File: src/hw/rtl/kexinit_name_list_walker_core_assert.svh
// Assertion macros shared by the name-list walker RTL.
// Needs clk and rst_n in the scope of the module that uses them.
`ifndef KEXINIT_NAME_LIST_WALKER_CORE_ASSERT_SVH
`define KEXINIT_NAME_LIST_WALKER_CORE_ASSERT_SVH

// Check that a condition holds at every clock edge outside reset.
`define KWALK_ASSERT_ALWAYS(lbl, cond, msg) \
  lbl: assert property (@(posedge clk) disable iff (!rst_n) (cond)) else $error(msg);

// Check that a condition holds in the cycle after the trigger.
`define KWALK_ASSERT_NEXT(lbl, trig, cond, msg) \
  lbl: assert property (@(posedge clk) disable iff (!rst_n) (trig) |=> (cond)) \
    else $error(msg);

`endif

File: src/hw/rtl/kwalk_pkg.sv
// Package for the name-list walker: item and result types, phase and status codes.
// No dependencies.
`default_nettype none

package kwalk_pkg;

  localparam int unsigned LIST_COUNT = 10;
  localparam int unsigned LEN_BYTES  = 4;

  localparam logic [1:0] PH_LENGTH = 2'd0;
  localparam logic [1:0] PH_BODY   = 2'd1;
  localparam logic [1:0] PH_FLAG   = 2'd2;
  localparam logic [1:0] PH_DONE   = 2'd3;

  localparam logic [1:0] ST_BUSY  = 2'd0;
  localparam logic [1:0] ST_DONE  = 2'd1;
  localparam logic [1:0] ST_TRUNC = 2'd2;

  localparam logic [1:0] LEN_LAST_IDX = 2'(LEN_BYTES - 1);
  localparam logic [4:0] LIST_LIMIT   = 5'(LIST_COUNT);

  typedef struct packed {
    logic [7:0] data_byte;
    logic       last_byte;
  } item_t;

  typedef struct packed {
    logic [1:0]  status;
    logic        length_valid;
    logic [3:0]  list_number;
    logic [31:0] list_length;
    logic [7:0]  first_kex_follows;
    logic        payload_end;
  } result_t;

endpackage

`default_nettype wire

File: src/hw/rtl/kwalk_in_stage.sv
// Input register of the name-list walker: holds one accepted item.
// Depends on kwalk_pkg.
`default_nettype none

module kwalk_in_stage (
  input  wire logic            clk,
  input  wire logic            rst_n,
  input  wire logic            in_valid,
  output logic                 in_ready,
  input  wire logic [7:0]      in_data_byte,
  input  wire logic            in_last_byte,
  output logic                 stg_valid,
  output kwalk_pkg::item_t     stg_item,
  input  wire logic            stg_take
);

  logic             valid_r;
  logic             valid_nxt;
  kwalk_pkg::item_t item_r;

  // Refill whenever the held item leaves or the stage is empty.
  assign in_ready  = !valid_r || stg_take;
  assign valid_nxt = (in_valid && in_ready) ? 1'b1 : (stg_take ? 1'b0 : valid_r);

  always_ff @(posedge clk) begin
    if (!rst_n) begin
      valid_r <= 1'b0;
    end else begin
      valid_r <= valid_nxt;
    end
  end

  always_ff @(posedge clk) begin
    if (in_valid && in_ready) begin
      item_r.data_byte <= in_data_byte;
      item_r.last_byte <= in_last_byte;
    end
  end

  assign stg_valid = valid_r;
  assign stg_item  = item_r;

endmodule

`default_nettype wire

File: src/hw/rtl/kwalk_walker.sv
// Walker state and step logic: one byte in, one result out per step.
// Depends on kwalk_pkg and kexinit_name_list_walker_core_assert.svh.
`default_nettype none
`include "kexinit_name_list_walker_core_assert.svh"

module kwalk_walker (
  input  wire logic              clk,
  input  wire logic              rst_n,
  input  wire logic              step,
  input  wire kwalk_pkg::item_t  item,
  output kwalk_pkg::result_t     result
);

  logic [1:0]  phase_r, phase_nxt;
  logic [3:0]  list_cnt_r, list_cnt_nxt;
  logic [1:0]  len_cnt_r, len_cnt_nxt;
  logic [31:0] acc_r, acc_nxt;
  logic [31:0] rem_r, rem_nxt;
  logic [7:0]  flag_r, flag_nxt;

  logic [31:0] acc_shift;
  logic [31:0] rem_dec;
  logic        list_last;
  logic        len_valid;
  logic [1:0]  status;

  assign acc_shift = {acc_r[23:0], item.data_byte};
  assign rem_dec   = rem_r - 32'd1;
  assign list_last = ({1'b0, list_cnt_r} + 5'd1) >= kwalk_pkg::LIST_LIMIT;

  always_comb begin
    phase_nxt    = phase_r;
    list_cnt_nxt = list_cnt_r;
    len_cnt_nxt  = len_cnt_r;
    acc_nxt      = acc_r;
    rem_nxt      = rem_r;
    flag_nxt     = flag_r;
    len_valid    = 1'b0;
    unique case (phase_r)
      kwalk_pkg::PH_LENGTH: begin
        acc_nxt = acc_shift;
        if (len_cnt_r == kwalk_pkg::LEN_LAST_IDX) begin
          len_cnt_nxt = 2'd0;
          len_valid   = 1'b1;
          rem_nxt     = acc_shift;
          acc_nxt     = 32'd0;
          if (acc_shift == 32'd0) begin
            // Empty list: go straight to the next one, or to the flag byte after the last list.
            if (list_last) begin
              phase_nxt = kwalk_pkg::PH_FLAG;
            end else begin
              list_cnt_nxt = list_cnt_r + 4'd1;
            end
          end else begin
            phase_nxt = kwalk_pkg::PH_BODY;
          end
        end else begin
          len_cnt_nxt = len_cnt_r + 2'd1;
        end
      end
      kwalk_pkg::PH_BODY: begin
        rem_nxt = rem_dec;
        if (rem_dec == 32'd0) begin
          if (list_last) begin
            phase_nxt = kwalk_pkg::PH_FLAG;
          end else begin
            list_cnt_nxt = list_cnt_r + 4'd1;
            phase_nxt    = kwalk_pkg::PH_LENGTH;
          end
        end
      end
      kwalk_pkg::PH_FLAG: begin
        flag_nxt  = item.data_byte;
        phase_nxt = kwalk_pkg::PH_DONE;
      end
      default: begin
        // Complete: drop further bytes until the final one.
      end
    endcase
  end

  always_comb begin
    if (phase_nxt == kwalk_pkg::PH_DONE) begin
      status = kwalk_pkg::ST_DONE;
    end else if (item.last_byte) begin
      status = kwalk_pkg::ST_TRUNC;
    end else begin
      status = kwalk_pkg::ST_BUSY;
    end
  end

  assign result.status            = status;
  assign result.length_valid      = len_valid;
  assign result.list_number       = len_valid ? list_cnt_r : 4'd0;
  assign result.list_length       = len_valid ? acc_shift : 32'd0;
  assign result.first_kex_follows = (status == kwalk_pkg::ST_DONE) ? flag_nxt : 8'd0;
  assign result.payload_end       = item.last_byte;

  always_ff @(posedge clk) begin
    if (!rst_n || (step && item.last_byte)) begin
      phase_r    <= kwalk_pkg::PH_LENGTH;
      list_cnt_r <= 4'd0;
      len_cnt_r  <= 2'd0;
      acc_r      <= 32'd0;
      rem_r      <= 32'd0;
      flag_r     <= 8'd0;
    end else if (step) begin
      phase_r    <= phase_nxt;
      list_cnt_r <= list_cnt_nxt;
      len_cnt_r  <= len_cnt_nxt;
      acc_r      <= acc_nxt;
      rem_r      <= rem_nxt;
      flag_r     <= flag_nxt;
    end
  end

  `KWALK_ASSERT_ALWAYS(a_list_in_range, ({1'b0, list_cnt_r} < kwalk_pkg::LIST_LIMIT),
                       "list index out of range")
  `KWALK_ASSERT_ALWAYS(a_len_cnt_idle,
                       ((phase_r == kwalk_pkg::PH_LENGTH) || (len_cnt_r == 2'd0)),
                       "length count left over outside length phase")
  `KWALK_ASSERT_ALWAYS(a_body_nonzero,
                       ((phase_r != kwalk_pkg::PH_BODY) || (rem_r != 32'd0)),
                       "body phase with nothing remaining")
  `KWALK_ASSERT_NEXT(a_clear_on_last, (step && item.last_byte),
                     ((phase_r == kwalk_pkg::PH_LENGTH) && (list_cnt_r == 4'd0) &&
                      (acc_r == 32'd0)),
                     "state not cleared after final byte")

endmodule

`default_nettype wire

File: src/hw/rtl/kexinit_name_list_walker_core.sv
// Path: a byte accepted into the input register moves to the result register on an
//   advance, which waits while a held result is not taken; its result is then offered.
// Throughput is one byte per cycle while out_ready is high; the input register
//   refills once while a finished result waits on out_ready.
// Reset (rst_n low, synchronous) empties both registers and returns the walk to
//   the first length field of the first name-list; a final byte also returns the walk there.
`default_nettype none

module kexinit_name_list_walker_core (
  input  wire logic        clk,
  input  wire logic        rst_n,
  input  wire logic        in_valid,
  output logic             in_ready,
  input  wire logic [7:0]  in_data_byte,
  input  wire logic        in_last_byte,
  output logic             out_valid,
  input  wire logic        out_ready,
  output logic [1:0]       out_status,
  output logic             out_length_valid,
  output logic [3:0]       out_list_number,
  output logic [31:0]      out_list_length,
  output logic [7:0]       out_first_kex_follows,
  output logic             out_payload_end
);

  logic               stg_valid;
  kwalk_pkg::item_t   stg_item;
  logic               advance;
  kwalk_pkg::result_t step_res;

  logic               out_valid_r;
  logic               out_valid_nxt;
  kwalk_pkg::result_t res_r;

  // Advance the held byte whenever the result register is free or draining.
  assign advance = stg_valid && (!out_valid_r || out_ready);

  kwalk_in_stage u_in_stage (
    .clk          (clk),
    .rst_n        (rst_n),
    .in_valid     (in_valid),
    .in_ready     (in_ready),
    .in_data_byte (in_data_byte),
    .in_last_byte (in_last_byte),
    .stg_valid    (stg_valid),
    .stg_item     (stg_item),
    .stg_take     (advance)
  );

  // Walker state moves only on an advance; its result is combinational.
  kwalk_walker u_walker (
    .clk    (clk),
    .rst_n  (rst_n),
    .step   (advance),
    .item   (stg_item),
    .result (step_res)
  );

  // Result register: hold while the consumer stalls, load on advance.
  assign out_valid_nxt = advance ? 1'b1 : ((out_valid_r && out_ready) ? 1'b0 : out_valid_r);

  always_ff @(posedge clk) begin
    if (!rst_n) begin
      out_valid_r <= 1'b0;
    end else begin
      out_valid_r <= out_valid_nxt;
    end
  end

  always_ff @(posedge clk) begin
    if (advance) begin
      res_r <= step_res;
    end
  end

  assign out_valid             = out_valid_r;
  assign out_status            = res_r.status;
  assign out_length_valid      = res_r.length_valid;
  assign out_list_number       = res_r.list_number;
  assign out_list_length       = res_r.list_length;
  assign out_first_kex_follows = res_r.first_kex_follows;
  assign out_payload_end       = res_r.payload_end;

endmodule

`default_nettype wire
File: config.mk
export PLATFORM = sky130hd
export DESIGN_NAME = kexinit_name_list_walker_core
export DESIGN_NICKNAME = d
export VERILOG_FILES = /design/src/hw/rtl/kwalk_pkg.sv /design/src/hw/rtl/kwalk_in_stage.sv /design/src/hw/rtl/kwalk_walker.sv /design/src/hw/rtl/kexinit_name_list_walker_core.sv
export VERILOG_INCLUDE_DIRS = /design/src /design/src/hw/rtl
export SDC_FILE = /design/constraint.sdc
export NUM_CORES = 1
export LEC_CHECK = 0
export ABC_AREA = 1
export ABC_CLOCK_PERIOD_IN_PS = 3700
export BUFFER_PORTS_ARGS = -buffer_cell sky130_fd_sc_hd__buf_2
export CORE_ASPECT_RATIO = 1.2
export CORE_MARGIN = 3
export CORE_UTILIZATION = 48
export DETAILED_ROUTE_END_ITERATION = 7
export HOLD_SLACK_MARGIN = 0.05
export PLACE_DENSITY = 0.68
export SKIP_CTS_REPAIR_TIMING = 1
export SYNTH_ARGS = -nofsm -noshare
export SYNTH_HDL_FRONTEND = slang
export SYNTH_SLANG_ARGS = --single-unit
File: constraint.sdc
create_clock -name clk -period 3.7 [get_ports clk]
set_clock_uncertainty 0.15 [all_clocks]
set_input_delay 0.555 -clock clk [delete_from_list [all_inputs] [get_ports clk]]
set_output_delay 0.555 -clock clk [all_outputs]
set_load 0.005 [all_outputs]
# --- Word level (Yosys, flattened, before mapping) ---
# Cells that the tools add are included.
op_classes:
  addsub: 4
  multipliers: 0
  div: 0
  magnitude_cmp: 1
  eq_ne: 8
  shift: 0
  muxes: 24
  bitwise: 0
  reduce_logical: 19
ops:
  columns: ["operator", "count"]
  rows:
  - ["32-bit logical NOT", 2]
  - ["32-bit case mux with 2 select lines", 1]
  - ["32-bit two-way mux", 1]
  - ["32-bit by 1-bit subtractor with 32-bit output (second input constant)", 1]
  - ["24-bit two-way mux", 1]
  - ["2-bit two-way mux", 8]
  - ["4-bit two-way mux", 4]
  - ["8-bit two-way mux", 1]
  - ["4-bit case mux with 2 select lines", 1]
  - ["2-bit == test (second input constant)", 3]
  - ["1-bit two-way mux", 6]
  - ["2-bit by 1-bit != test with 1-bit output (second input constant)", 3]
  - ["2-bit case mux with 3 select lines", 1]
  - ["2-bit nonzero test", 3]
  - ["4-bit by 1-bit adder with 5-bit output (second input constant)", 1]
  - ["5-bit by 4-bit >= comparator with 1-bit output (second input constant)", 1]
  - ["5-bit AND reduction", 1]
  - ["4-bit by 1-bit adder with 4-bit output (second input constant)", 1]
  - ["2-bit by 1-bit == test with 1-bit output (second input constant)", 2]
  - ["1-bit logical AND", 4]
  - ["1-bit logical NOT", 3]
  - ["1-bit logical OR", 3]
  - ["3-bit AND reduction", 1]
  - ["2-bit by 1-bit adder with 2-bit output (second input constant)", 1]
  - ["other kinds (2)", 2]
totals:
  ff_bits: 131
  latch_bits: 0
  mem_bits_rw: 0
  rom_bits: 0
  inputBits: 13
  out_inout_bits: 50
  word_cells: 72
  memories: 0

# --- Logic depth before layout (Yosys ltp) ---
logic_depth:
  depth_word: 9
  depth_mapped: 17
  ltp_nobuf: 17

# --- By module ---
# From an unflattened synthesis, not the netlist that was laid out.
hier_totals:
  cells_unflattened: 833
  area_unflattened_um2: 6426.2
by_module_without_submodules:
  columns: ["mod", "instances", "cells_each", "area_each_um2", "seq_area_each_um2"]
  rows:
  - ["kwalk_walker", 1, 762, 4611.9, 1441.4]
  - ["kexinit_name_list_walker_core", 1, 55, 1492.7, 1461.4]
  - ["kwalk_in_stage", 1, 16, 321.6, 290.3]

# --- Worst setup path before layout ---
# Ideal clock, no wire load.
synth_path:
  kind: "input port to flip-flop"
  start: "input port out_ready"
  end: "register res_r, in the netlist out_first_kex_follows[0] (enable)"
  setup_ns: 0.431
  t_arrival_ns: 2.367
  required_time_ns: 3.119
  path_slack_ns: 0.752
  path_stages: 5
  path_buffers: 1
  cell_sequence: "inv_1 nand2_1 nand2_1 inv_1 clkbuf_1"
synth_via:
  elab_chain_len: 2
synth_lines:
  columns: ["item", "line_no", "source"]
  rows:
  - ["start, declared", "kexinit_name_list_walker_core.sv:17", "input wire logic out_ready,"]
  - ["1-bit logical OR", "kexinit_name_list_walker_core.sv:36", "assign advance = stg_valid && (!out_valid_r || out_ready);"]
  - ["1-bit logical AND", "kexinit_name_list_walker_core.sv:36", null]
  - ["net advance", "kexinit_name_list_walker_core.sv:28", "logic advance;"]
  - ["end signal, assigned", "kexinit_name_list_walker_core.sv:72", "res_r <= step_res;"]
  - ["end, declared", "kexinit_name_list_walker_core.sv:33", "kwalk_pkg::result_t res_r;"]
# The timed path passes the listed nets, and every way through them passes these cells.
# A chain may end at the register's enable or synchronous reset.

# --- Worst setup path in the final report ---
layout_path:
  start: "register u_walker.phase_r[1]"
  end: "register u_walker.rem_r[30]"
layout_via:
  elab_chain_len: 3
  word_cells_on_any_way: 6
  cone_classes: "2 x eq/ne; 1 x mux; 3 x reduce/logical"
layout_lines:
  columns: ["item", "line_no", "source"]
  rows:
  - ["start, declared", "kwalk_walker.sv:14", "logic [1:0] phase_r, phase_nxt;"]
  - ["start signal, assigned", "kwalk_walker.sv:101", "phase_r <= kwalk_pkg::PH_LENGTH;"]
  - ["start signal, assigned", "kwalk_walker.sv:108", "phase_r <= phase_nxt;"]
  - ["2-bit logical NOT / 2-bit by 1-bit == test with 1-bit output (equally long branches)", "kwalk_walker.sv:39", "unique case (phase_r)"]
  - ["2-bit by 1-bit != test with 1-bit output (no source line) / 2-bit nonzero test (equally long branches)", null, null]
  - ["3-bit AND reduction (no source line)", null, null]
  - ["end signal, assigned", "kwalk_walker.sv:112", "rem_r <= rem_nxt;"]
  - ["end, declared", "kwalk_walker.sv:18", "logic [31:0] rem_r, rem_nxt;"]
# Several ways; a longest one is shown, not always the timed one.

==> flow_metrics.tcl <==
set metrics [dict create \
    status "finished, final reports clean" \
    htreeDepth 4 \
    start_kind "flip-flop" \
    placeableCoreArea_sq_um 13300 \
    die_area_sq_um 15100 \
    hpwlAfterDp_um 12500 \
    antenna_found_initial 0 \
    synthArstFlopShare_pct 0 \
    grtUsageMet3_pct 4.96 \
    met2_usage_pct 37.9 \
    drv_slew 0 \
    synthFlopType "dfxtp_1" \
    crit_required_ps 3800 \
    irDropWorstVdd_v 0.000368 \
    grt_usage_pct 24.4 \
    cp-end-kind "flip-flop" \
    numCtsBuffers 17 \
    grt_pass1_wl_um 29400 \
    reg2reg_depth 7 \
    fin_crit_sh_pct 72.8 \
    cp_max_fo 54 \
    dieWidth_um 113 \
    yosys.cell_types.count 36 \
    min_period_ps 2690 \
    start_util_pct 49.4 \
    powerDensity_nw_per_um2 504 \
    cts_root_buf "clkbuf_16" \
    final_cells 1083 \
    synth_edf_count 57 \
    cts_tree "built" \
    worstSkewPairLatency_ps 420 \
    synthCells 847 \
    tightest_slew_ps 927 \
    drc 0 \
    first_global_vias 5725 \
    post_drt_wl_per_cell_um 16.4 \
    crit_arrival_ps 2790 \
    rows 46 \
    drive_gt1_share_pct 15.8 \
    path_class "flip-flop to flip-flop" \
    n_antenna_cell 0 \
    min_path_cells 1 \
    max_slew_margin_pct 38.1 \
    maxCapViolations 0 \
    ys_warn_count 0 \
    dr.first_iter.drc_count 507 \
    nets 920 \
    setup_viol 0 \
    ios 63 \
    path_clk_slew_ps 60 \
    syn_area_sq_um 6570 \
    ys_seq_elements 131 \
    cts_num_sinks 131 \
    top_usage_layer "met2" \
    vias_per_cell 5.52 \
    seq_area_frac_synth_pct 48.6 \
    grt_max_degree 68 \
    vias 5982 \
    max_freq_ghz 0.371 \
    hold_path.class "input port to flip-flop" \
    fp.dieH_um 134 \
    leakage_nw 3.17 \
    area_growth_pct 15.2 \
    avgSynthCellArea_sq_um 7.75 \
    antenna_left 0 \
    fin_tns_setup_ps 0 \
    clk_path_buf_depth 2 \
    use_met1_pct 33.2 \
    place.gp.congestion 0.994 \
    io_buffers 62 \
    dpl.cell_count 1051 \
    hold_viol 0 \
    dr.pass1.iters 5 \
    rsz0062_at_grt "false" \
    drt_wl_total_um 17800 \
    whs_ps 162 \
    synth_nets 865 \
    overflow 0 \
]
## cell type report
class,instances,area [sq um]
inverter,103,387
multi-input combinational,581,2850
sequential,131,3190
fill,1234,5730
clock buffer,19,443
clock inverter,13,125
tap,168,210
timing repair buffer,68,355
## critical path, cell delays in order, from the launching register on
cell and delay, ps:
dfxtp_1 390, nor2_2 130, buf_4 380, inv_2 80, a21oi_2 440, inv_2 500, a21oi_1 310, a221oi_1 130
## final timing paths
| path | to | start | slack [ps] |
|---|---|---|---|
| hold / removal | u_in_stage.stg_item[3] | in_data_byte[2] | 160 |
| hold reg to reg | u_walker.len_cnt_r[1] | u_walker.len_cnt_r[1] | 330 |
| setup reg to reg | u_walker.rem_r[30] | u_walker.phase_r[1] | 1010 |
| setup / recovery | u_walker.rem_r[30] | u_walker.phase_r[1] | 1010 |
## Yosys cell counts, drive strengths merged, types with 8 or more instances
| cell type | number | area (sq um) |
|---|---|---|
| nand2 | 183 | 732 |
| nor2 | 180 | 753 |
| inv | 101 | 379 |
| dfxtp | 74 | 1480 |
| a21oi | 63 | 319 |
| edfxtp | 57 | 1710 |
| nand3 | 45 | 240 |
| o21ai | 27 | 154 |
| a221oi | 25 | 219 |
| clkbuf | 20 | 75.1 |
| a22oi | 18 | 135 |
| buf | 12 | 58.8 |
| nand4 | 10 | 62.6 |
| nor4 | 8 | 50.1 |
## registers in the layout (all words and copies together) (netlist names)
| register | cells |
|---|---|
| out_list_length | 32 |
| u_walker.rem_r | 32 |
| u_walker.acc_r | 24 |
| u_in_stage.stg_item | 9 |
| out_first_kex_follows | 8 |
| u_walker.flag_r | 8 |
| out_list_number | 4 |
| u_walker.list_cnt_r | 4 |
| out_status | 2 |
| u_walker.len_cnt_r | 2 |
| u_walker.phase_r | 2 |
| out_length_valid | 1 |
| out_payload_end | 1 |
| out_valid | 1 |
| u_in_stage.stg_valid | 1 |
## layout by cell type, fill, tap and decap left out, types with 4 or more instances in the layout
master / instances
a221oi_1: 25
nand3_1: 42
buf_4: 6
inv_1: 94
nor2_4: 6
buf_2: 62
nor2_2: 13
nand2_1: 173
nand2_4: 4
nor4_1: 8
inv_2: 7
edfxtp_1: 57
clkbuf_16: 17
nand2_2: 6
a22oi_1: 18
a21oi_1: 62
nand4_1: 10
nor3_1: 4
o21ai_2: 5
ha_1: 5
nor2_1: 161
dfxtp_1: 74
inv_6: 4
o21ai_0: 21
## per-layer routing
layer / wire (um) / part of all wire, %
met5: 0 / 0
met4: 631 / 3.5
met1: 7630 / 43
met3: 1270 / 7.1
met2: 8270 / 46
## per-stage QoR
stage	util [%]	power, mW	cell area [sq um]	setup WS [ps]
2_1_floorplan	-	2.05	6570	752
3_3_place_gp	52.6	2.21	7000	1080
3_5_place_dp	52.6	2.21	7000	1130
4_1_cts	56.9	3.82	7570	1060
5_1_grt	56.9	3.96	7570	841
6_report	56.9	3.81	7570	1010
## cells by family (layout without fill, tap and decap cells)
family,after synthesis,after routing,synth area share (%)
AOI/OAI and AO/OA,141,141,13.5
adders and majority gates,5,5,0.953
DFF,131,131,48.6
buffers and inverters,135,203,7.93
xor gates and xnor gates,3,3,0.400
and+or+nand+nor,432,432,28.6
## power breakdown
group | total [mW] | leakage [nW] | internal, mW | switching, mW
registers | 1.60 | 1.14 | 1.56 | 0.0417
logic | 0.588 | 1.75 | 0.176 | 0.412
clock network | 1.63 | 0.280 | 0.954 | 0.672
(Power assumes the default switching activity.)
